### config.mk
export PLATFORM = sky130hd
export DESIGN_NAME = two_class_fifo_oldest_dequeue
export DESIGN_NICKNAME = d
export VERILOG_FILES = /design/src/hw/rtl/tcfq_pkg.sv /design/src/hw/rtl/tcfq_ring.sv /design/src/hw/rtl/two_class_fifo_oldest_dequeue.sv
export SDC_FILE = /design/constraint.sdc
export NUM_CORES = 1
export LEC_CHECK = 0
export BUFFER_PORTS_ARGS = -buffer_cell sky130_fd_sc_hd__clkbuf_2
export CAP_MARGIN = 20
export CORE_UTILIZATION = 31
export DETAILED_ROUTE_END_ITERATION = 12
export SLEW_MARGIN = 30
export SYNTH_ARGS = -nofsm -noshare
export SYNTH_HDL_FRONTEND = slang
export SYNTH_SLANG_ARGS = --single-unit
### constraint.sdc
create_clock -name i_clk -period 8.28 [get_ports i_clk]
set_input_delay 0 -clock i_clk [delete_from_list [all_inputs] [get_ports i_clk]]
set_output_delay 0 -clock i_clk [all_outputs]
set_load 0.02 [all_outputs]
### src/hw/rtl/tcfq_pkg.sv
// ----------------------------------------------------------------------------
// tcfq_pkg - shared types and constants for the two-class fifo
// sizes, command and status codes, beat structs for the command and
// result channels, and the ring control/status structs
// ----------------------------------------------------------------------------
package tcfq_pkg;

    localparam int CLASS_DEPTH = 16;
    localparam int STAMP_BITS  = 16;

    localparam int AGE_W   = 10;
    localparam int OSTMP_W = 16;
    localparam int PTR_W   = (CLASS_DEPTH > 1) ? $clog2(CLASS_DEPTH) : 1;
    localparam int CNT_W   = $clog2(CLASS_DEPTH + 1);
    localparam int SUM_W   = CNT_W + 1;

    localparam logic [1:0] OP_ENQ     = 2'd0;
    localparam logic [1:0] OP_DEQ_ANY = 2'd1;
    localparam logic [1:0] OP_DEQ_C0  = 2'd2;
    localparam logic [1:0] OP_DEQ_C1  = 2'd3;

    localparam logic [1:0] ST_DONE  = 2'd0;
    localparam logic [1:0] ST_EMPTY = 2'd1;
    localparam logic [1:0] ST_FULL  = 2'd2;

    localparam logic KIND_DOG = 1'b0;
    localparam logic KIND_CAT = 1'b1;

    typedef struct packed {
        logic [1:0]       operation;
        logic             kind;
        logic [AGE_W-1:0] age;
    } t_cmd;

    typedef struct packed {
        logic [1:0]         status;
        logic               out_kind;
        logic [AGE_W-1:0]   out_age;
        logic [OSTMP_W-1:0] out_stamp;
    } t_result;

    typedef struct packed {
        logic [AGE_W-1:0]      age;
        logic [STAMP_BITS-1:0] stamp;
    } t_slot;

    typedef struct packed {
        logic push;
        logic pop;
    } t_ring_ctl;

    typedef struct packed {
        logic empty;
        logic full;
    } t_ring_stat;

    // low bits of the stamp as shown on the result port
    function automatic logic [OSTMP_W-1:0] out_stamp_of(input logic [STAMP_BITS-1:0] s);
        logic [31:0] wide;
        wide = 32'(s);
        return wide[OSTMP_W-1:0];
    endfunction

endpackage

### src/hw/rtl/tcfq_ring.sv
// ----------------------------------------------------------------------------
// tcfq_ring - one class ring
// circular store of age/stamp slots with head pointer and fill count;
// head slot is read combinationally, push writes at head + count
// ----------------------------------------------------------------------------
module tcfq_ring (
    input  logic                  i_clk,
    input  logic                  i_rst_n,
    input  tcfq_pkg::t_ring_ctl   i_ctl,
    input  tcfq_pkg::t_slot       i_data,
    output tcfq_pkg::t_slot       o_head,
    output tcfq_pkg::t_ring_stat  o_stat
);

    tcfq_pkg::t_slot               r_mem [tcfq_pkg::CLASS_DEPTH];
    logic [tcfq_pkg::PTR_W-1:0]    r_head, n_head;
    logic [tcfq_pkg::CNT_W-1:0]    r_count, n_count;
    logic [tcfq_pkg::SUM_W-1:0]    w_sum;
    logic [tcfq_pkg::PTR_W-1:0]    w_tail;

    // head + count wraps at most once
    always_comb begin
        w_sum = tcfq_pkg::SUM_W'(r_head) + tcfq_pkg::SUM_W'(r_count);
        if (w_sum >= tcfq_pkg::SUM_W'(tcfq_pkg::CLASS_DEPTH)) begin
            w_sum = w_sum - tcfq_pkg::SUM_W'(tcfq_pkg::CLASS_DEPTH);
        end
        w_tail = w_sum[tcfq_pkg::PTR_W-1:0];
    end

    always_comb begin
        n_head  = r_head;
        n_count = r_count;
        if (i_ctl.push) begin
            n_count = r_count + tcfq_pkg::CNT_W'(1);
        end else if (i_ctl.pop) begin
            n_count = r_count - tcfq_pkg::CNT_W'(1);
            if (r_head == tcfq_pkg::PTR_W'(tcfq_pkg::CLASS_DEPTH - 1)) begin
                n_head = '0;
            end else begin
                n_head = r_head + tcfq_pkg::PTR_W'(1);
            end
        end
    end

    always_ff @(posedge i_clk) begin
        if (!i_rst_n) begin
            r_head  <= '0;
            r_count <= '0;
        end else begin
            r_head  <= n_head;
            r_count <= n_count;
        end
    end

    always_ff @(posedge i_clk) begin
        if (i_ctl.push) begin
            r_mem[w_tail] <= i_data;
        end
    end

    assign o_head       = r_mem[r_head];
    assign o_stat.empty = (r_count == '0);
    assign o_stat.full  = (r_count == tcfq_pkg::CNT_W'(tcfq_pkg::CLASS_DEPTH));

endmodule

### src/hw/rtl/two_class_fifo_oldest_dequeue.sv
// ----------------------------------------------------------------------------
// two_class_fifo_oldest_dequeue - two-class fifo with oldest-first dequeue
// ----------------------------------------------------------------------------
// Command channel: a beat is taken at a rising edge with start high and busy
// low. busy stays low, so a command can be issued in every cycle. A command
// either enqueues an entry (class, age) or dequeues the oldest entry of any
// class, of class 0 or of class 1.
// Result channel: every command gives exactly one result beat, shown for one
// cycle with o_valid high, behind the command and result registers. The
// receiver cannot stall; results are produced at one per cycle.
// Each class lives in its own ring of CLASS_DEPTH slots; an accepted enqueue
// is stamped from an arrival counter it advances. Dequeue-any compares the
// two head stamps with wraparound arithmetic, class 0 winning ties.
// The per-command work is one pass of ring status, head compare and pointer
// update between the command register and the result register.
// Reset (synchronous, active low) empties both rings, clears the arrival
// counter and drops any command or result in flight; slot contents are not
// cleared and need no clearing pass.
// ----------------------------------------------------------------------------
module two_class_fifo_oldest_dequeue (
    input  logic              i_clk,
    input  logic              i_rst_n,
    input  logic              start,
    output logic              busy,
    input  tcfq_pkg::t_cmd    i_cmd,
    output logic              o_valid,
    output tcfq_pkg::t_result o_result
);

    tcfq_pkg::t_cmd                  r_cmd;
    logic                            r_cmd_vld;
    logic [tcfq_pkg::STAMP_BITS-1:0] r_stamp, n_stamp;
    tcfq_pkg::t_result               r_res, n_res;
    logic                            r_res_vld;

    tcfq_pkg::t_ring_ctl             w_ctl0, w_ctl1;
    tcfq_pkg::t_ring_stat            w_stat0, w_stat1;
    tcfq_pkg::t_slot                 w_head0, w_head1, w_new;
    logic [tcfq_pkg::STAMP_BITS-1:0] w_diff;
    logic                            w_old0;
    logic                            w_pick1;
    logic                            w_pop;

    assign busy = 1'b0;

    always_ff @(posedge i_clk) begin
        if (!i_rst_n) begin
            r_cmd_vld <= 1'b0;
            r_res_vld <= 1'b0;
            r_stamp   <= '0;
        end else begin
            r_cmd_vld <= start && !busy;
            r_res_vld <= r_cmd_vld;
            r_stamp   <= n_stamp;
        end
    end

    always_ff @(posedge i_clk) begin
        if (start && !busy) begin
            r_cmd <= i_cmd;
        end
        r_res <= n_res;
    end

    tcfq_ring u_ring0 (
        .i_clk   (i_clk),
        .i_rst_n (i_rst_n),
        .i_ctl   (w_ctl0),
        .i_data  (w_new),
        .o_head  (w_head0),
        .o_stat  (w_stat0)
    );

    tcfq_ring u_ring1 (
        .i_clk   (i_clk),
        .i_rst_n (i_rst_n),
        .i_ctl   (w_ctl1),
        .i_data  (w_new),
        .o_head  (w_head1),
        .o_stat  (w_stat1)
    );

    // class 0 is older when s0 - s1 is zero or negative in serial arithmetic
    assign w_diff = w_head0.stamp - w_head1.stamp;
    assign w_old0 = (w_diff == '0) || w_diff[tcfq_pkg::STAMP_BITS-1];

    assign w_new.age   = r_cmd.age;
    assign w_new.stamp = r_stamp;

    always_comb begin
        w_ctl0  = '0;
        w_ctl1  = '0;
        n_stamp = r_stamp;
        n_res   = '0;
        w_pick1 = 1'b0;
        w_pop   = 1'b0;
        if (r_cmd_vld) begin
            case (r_cmd.operation)
                tcfq_pkg::OP_ENQ: begin
                    if ((r_cmd.kind == tcfq_pkg::KIND_CAT) ? w_stat1.full : w_stat0.full) begin
                        n_res.status = tcfq_pkg::ST_FULL;
                    end else begin
                        w_ctl0.push = (r_cmd.kind == tcfq_pkg::KIND_DOG);
                        w_ctl1.push = (r_cmd.kind == tcfq_pkg::KIND_CAT);
                        n_stamp     = r_stamp + tcfq_pkg::STAMP_BITS'(1);
                    end
                end
                tcfq_pkg::OP_DEQ_ANY: begin
                    w_pop   = !(w_stat0.empty && w_stat1.empty);
                    w_pick1 = w_stat0.empty || (!w_stat1.empty && !w_old0);
                end
                tcfq_pkg::OP_DEQ_C0: begin
                    w_pop   = !w_stat0.empty;
                    w_pick1 = 1'b0;
                end
                tcfq_pkg::OP_DEQ_C1: begin
                    w_pop   = !w_stat1.empty;
                    w_pick1 = 1'b1;
                end
                default: begin
                    w_pop = 1'b0;
                end
            endcase
            if (r_cmd.operation != tcfq_pkg::OP_ENQ) begin
                if (w_pop) begin
                    w_ctl0.pop     = !w_pick1;
                    w_ctl1.pop     = w_pick1;
                    n_res.status   = tcfq_pkg::ST_DONE;
                    n_res.out_kind = w_pick1 ? tcfq_pkg::KIND_CAT : tcfq_pkg::KIND_DOG;
                    n_res.out_age  = w_pick1 ? w_head1.age : w_head0.age;
                    n_res.out_stamp = tcfq_pkg::out_stamp_of(
                        w_pick1 ? w_head1.stamp : w_head0.stamp);
                end else begin
                    n_res.status = tcfq_pkg::ST_EMPTY;
                end
            end
        end
    end

    assign o_valid  = r_res_vld;
    assign o_result = r_res;

endmodule

== After elaboration in Yosys (flattened, before gate mapping) ==
Memories as Yosys holds them, arrays and structs flattened. A register that Yosys moved wholly into a read port is not among the register bits.
Cells that the tools add are included.
Storage, ports and cells
  memories: 2
  bits in writable memories: 832
  flip-flop bits (word level): 78
Memories
  u_ring0.r_mem: depth 16, bits a word 26, rd ports 1, clocked after memory_dff 1, write ports 1, line tcfq_ring.sv:15  | tcfq_pkg::t_slot r_mem [tcfq_pkg::CLASS_DEPTH];
  u_ring1.r_mem: depth 16, bits a word 26, rd ports 1, clocked after memory_dff 1, write ports 1, line tcfq_ring.sv:15
Operators by class
  mux-type cells: 39
  equal/unequal tests: 7
  add/sub/neg operators: 12
  bitwise operators: 4
  reductions and logical operators: 20
  order comparisons: 2
Operator list (count)
  4-bit two-way mux: 8
  29-bit two-way mux: 1
  27-bit two-way mux: 1
  5-bit two-way mux: 4
  1-bit two-way mux: 17
  16-bit by 1-bit adder with 16-bit output, second input constant: 1
  16-bit logical NOT: 1
  16-bit two-way mux: 1
  16-bit subtractor: 1
  4-bit by 5-bit adder with 6-bit output: 2
  6-bit by 5-bit greater-or-equal comparator with 1-bit output, second input constant: 2
  5-bit by 1-bit adder with 5-bit output, second input constant: 2
  5-bit == test, second input constant: 2
  5-bit logical NOT: 2
  10-bit two-way mux: 1
  5-bit by 1-bit subtractor with 5-bit output, second input constant: 2
  4-bit by 1-bit adder with 4-bit output, second input constant: 2
  4-bit == test, second input constant: 2
  2-bit two-way mux: 4
  4-bit by 1-bit subtractor with 4-bit output, second input constant: 2
  3-bit AND reduction: 2
  2-bit nonzero test: 3
  1-bit logical NOT: 5
  2-bit == test, second input constant: 2
  other kinds (8): 14

== Depth between registers and ports, before layout ==
  depth after elaboration: 16
  gate-level depth with buffers: 18

== By module ==
A second synthesis with hierarchy kept.
Unflattened totals
  cell total of the unflattened synthesis: 1825
  area total of the unflattened synthesis: 36024.6 um^2
Modules (own cells, without submodules)
  tcfq_ring: cells an instance 739, sequential area each 12752.2 um^2, instances 2, area each 16385.7 um^2
  two_class_fifo_oldest_dequeue: cells an instance 347, sequential area each 1331.3 um^2, instances 1, area each 3253.1 um^2

== Worst setup path before layout ==
Ideal clock, no wire load.
  kind: flip-flop to flip-flop
  start: register (tool-made name)
  end: register (tool-made name)
  data required time: 8.148 ns
  buffers on the path: 5
  library setup time: 0.132 ns
  cell stages (with the launch flop): 18
  setup slack: 3.131 ns
  clock period less this slack: 5.149 ns
  arrival: 5.017 ns
  path through: dfxtp_1 > buf_6 > clkbuf_1 > buf_1 > mux4_2 > mux4_2 > ha_1 > fa_1 > nand2b_1 > a21oi_1 > o311a_1 > a22o_1 > o2111ai_1 > or4_1 > clkbuf_1 > buf_1 > nand4_1 > o21ai_0

==> flow_summary.json <==
{
  "synth_top_area_share_pct": 70.1,
  "synth-xor-area-share_pct": 0.823,
  "hold_end": "r_cmd[0]",
  "synth_top_family_by_area": "multiplexers",
  "antenna_found_initial": 4,
  "antenna_cells": 0,
  "skew_ns": 0.0435,
  "arrival_ns": 6.38,
  "route.vias.total": 17900,
  "worst_pin_slew_ns": 0.967,
  "rsz0062_at_grt": "false",
  "drt_iter0_markers": 2009,
  "ctsHtreeMaxLevel": 3,
  "drv_slew": 0,
  "synth_cells": 1767,
  "setup.worst_path.end_class": "register",
  "synth_cell_types": 65,
  "critPathRequiredTime_ns": 8.76,
  "critPathMaxStageDelay_ns": 1.12,
  "slew_headroom_pct": 35.5,
  "fin_nets": 1954,
  "switching_power_mw": 2.14,
  "clkPwrFrac_pct": 42.6,
  "syn_nets": 1818,
  "leakagePower_nw": 13.3,
  "die_w_um": 344,
  "worstRegToRegCells": 13,
  "vdd_drop_max_v": 0.000153,
  "gr-usage-all-layers_pct": 14.7,
  "cts-root-buf": "clkbuf_16",
  "tns_ns": 0,
  "drc": 0,
  "ys_warn_count": 0,
  "start_util_pct": 31.5,
  "hold_depth": 2,
  "final_hold_viol_count": 0,
  "clkTransAtPathRegs_ns": 0.06,
  "crit_fanout": 39,
  "grt_pass1_vias": 18300,
  "firstDrtPassIters": 7,
  "crit_slowest_cell": "or4_2",
  "syn_avg_cell_area_um2": 20.5,
  "synth_area_leaders": "edfxtp_1 70%, mux4_2 16%, dfxtp_1 4.0%, ha_1 1.0%, a21oi_1 0.82%",
  "fp.coreArea_um2": 115000,
  "status": "completed",
  "wire_per_inst_um": 24.6,
  "grt_pass1_wl_um": 126000,
  "fill_cells": 10400,
  "cts_tree": "yes",
  "hpwlAfterDp_um": 47400,
  "synth_edf_count": 845,
  "p_seq_share_pct": 51.9,
  "min_from": "i_cmd[0]",
  "overflow": 0,
  "whs_ns": 0.0828,
  "yosys.area.top_type": "edfxtp_1",
  "wl_met2_um": 40400,
  "synthMuxAreaShare_pct": 16.4,
  "gp_congestion": 0.808,
  "dominantRegCellSynth": "edfxtp_1",
  "cp-start-kind": "register",
  "placed_cells_incl_taps": 3295,
  "power.share.combinational_pct": 5.6,
  "drive_gt1_share_pct": 28.7,
  "r2r-end": "u_ring1.r_count[1]",
  "cts.sinks": 918,
  "synth-simple-area-share_pct": 3.12,
  "ys_seq_area_share_pct": 74.1,
  "drt-total-wl_um": 85800,
  "clockBufferDepth": 3,
  "synth_area_um2": 36200,
  "rrSetupSlack_ns": 2.38,
  "wl_met1_um": 38000,
  "worst-setup-path-type": "register to register",
  "max_freq_ghz": 0.170,
  "mostFrequentLayoutCell": "edfxtp_1",
  "place_area_um2": 38700,
  "highest_layer": "met4",
  "clk_latency_ns": 0.66,
  "rows": 124,
  "switching_share_pct": 21.6,
  "die_h_um": 344,
  "grt_max_degree": 59,
  "wl_met3_um": 5360,
  "period_share_pct": 71.2,
  "fin_total_pwr_mw": 9.89,
  "internal-power_mw": 7.75,
  "cts_buffers": 92,
  "period_needed_ns": 5.90,
  "final_cell_mix": "845 x edfxtp_1, 260 x mux4_2, 95 x clkbuf_16, 59 x a21oi_1, 58 x dfxtp_1",
  "ys_ff_latch": 918,
  "synth_async_sr_flop_share_pct": 0,
  "portBuffers": 45,
  "timing.critical_path.mode_cell": "mux4_2",
  "worstPathCellList": "buf_4 -> mux4_2 -> mux4_2 -> inv_1 -> ha_1 -> and3_1 -> and4_1 -> o21ai_0 -> a21boi_0 -> o2111ai_1 -> or4_2 -> nand2_1 -> o311ai_0",
  "maxCapViolCount": 0,
  "synth_compound_area_share_pct": 2.88,
  "final_area_um2": 42100,
  "powerDensity_nw_per_um2": 235,
  "area_growth_pct": 16.4,
  "holdCritPathClass": "input pin to register",
  "vias_per_cell": 5.13,
  "synth_fa_ha_area_share_pct": 1.34,
  "fin_cells": 3491,
  "io_pins": 47,
  "report.final.setup_viol": 0,
  "ctsResizeCount": 0,
  "fp.dieArea_um2": 118000,
  "antenna_left": 0
}
==> Yosys cell counts, types with 6 or more instances <==
library cell / n
inv_1: 28
a21oi_1: 59
nand3_1: 47
a21o_1: 13
nand2b_1: 6
clkbuf_1: 52
nor2_1: 61
mux2i_1: 8
mux4_2: 260
xor2_1: 15
edfxtp_1: 845
xnor2_1: 19
and3_1: 13
dfxtp_1: 73
nand2_1: 45
o211ai_1: 8
or3_1: 6
buf_1: 26
nand4_1: 7
o21ai_0: 42
nor4_1: 6
and2_1: 9
ha_1: 30
==> layer usage <==
| metal | vias to the layer above | global-route usage [%] |
|---|---|---|
| met5 | - | 0 |
| met4 | 0 | 4.45 |
| met3 | 130 | 2.45 |
| met2 | 563 | 23.1 |
| met1 | 9597 | 20.8 |
| li1 | 7612 | - |
==> timing repair <==
| item | CTS | global route |
|---|---|---|
| endpoints found under the setup margin | 0 | 0 |
| setup buffers | 0 | 0 |
| hold buffers | 15 | 0 |
| hold endpoints to repair | 50 | 0 |
==> cell families (layout without fill, tap and decap cells) <==
kind of cell / count (synthesis) / count (layout)
fa+ha+maj: 36 / 36
simple gates: 226 / 226
compound gates: 168 / 168
mux: 268 / 268
xor+xnor: 34 / 34
buf+inv: 116 / 328
other cells: 1 / 1
flops: 918 / 918
==> power groups by stage <==
stage / Sequential (mW) / Clock, mW / Combinational [mW]
3_5_place_dp: 5.25 / 0 / 0.514
6_report: 5.13 / 4.21 / 0.552
3_3_place_gp: 5.25 / 0 / 0.503
2_1_floorplan: 5.21 / 0 / 0.370
5_1_grt: 5.13 / 4.47 / 0.602
4_1_cts: 5.15 / 4.29 / 0.524
==> worst max path at each step <==
stage                         end  slack (ns)  cells past startpoint  startpoint
2_1_floorplan            register        3.13                     17    register
3_3_place_gp   u_ring1.r_count[4]        2.14                     13    register
3_5_place_dp   u_ring1.r_count[1]        2.34                     13    register
4_1_cts        u_ring1.r_count[1]        2.33                     13    register
5_1_grt        u_ring1.r_count[1]        1.92                     13    register
6_report       u_ring1.r_count[1]        2.38                     13    register
==> worst max-delay path: cells and delay by family, from the launching register on <==
| kind | cells | cell delay [ns] |
|---|---|---|
| buf+inv | 2 | 0.59 |
| mux | 2 | 1.10 |
| flops | 1 | 0.87 |
| simple gates | 4 | 1.94 |
| compound gates | 4 | 0.85 |
| fa+ha+maj | 1 | 0.36 |
==> sequential cells by signal (all words and copies together), names as in the netlist, 4 cells and up, named ones only <==
signal and count:
u_ring0.r_head 4, r_stamp 16, u_ring1.r_mem 416, u_ring0.r_count 5, r_cmd 13, u_ring1.r_head 4
u_ring1.r_count 5, o_result 29, u_ring0.r_mem 416
==> metrics by stage <==
step	worst slack [ns]	utilization, %
3_5_place_dp	2.34	33.7
3_3_place_gp	2.14	33.6
4_1_cts	2.33	36.5
2_1_floorplan	3.13	-
6_report	2.38	36.6
5_1_grt	1.92	36.6
==> final cells by class <==
class / count / area (um2) / area share, %
multi-input cells: 733 / 9150 / 21.7
repair buffers: 129 / 1020 / 2.42
clock buffers: 120 / 2540 / 6.03
well taps: 1512 / 1890 / 4.49
flip-flops and latches: 918 / 26900 / 63.8
inverters: 29 / 109 / 0.258
clock inverters: 50 / 541 / 1.28
No activity file was read; power rests on OpenSTA's default activity.
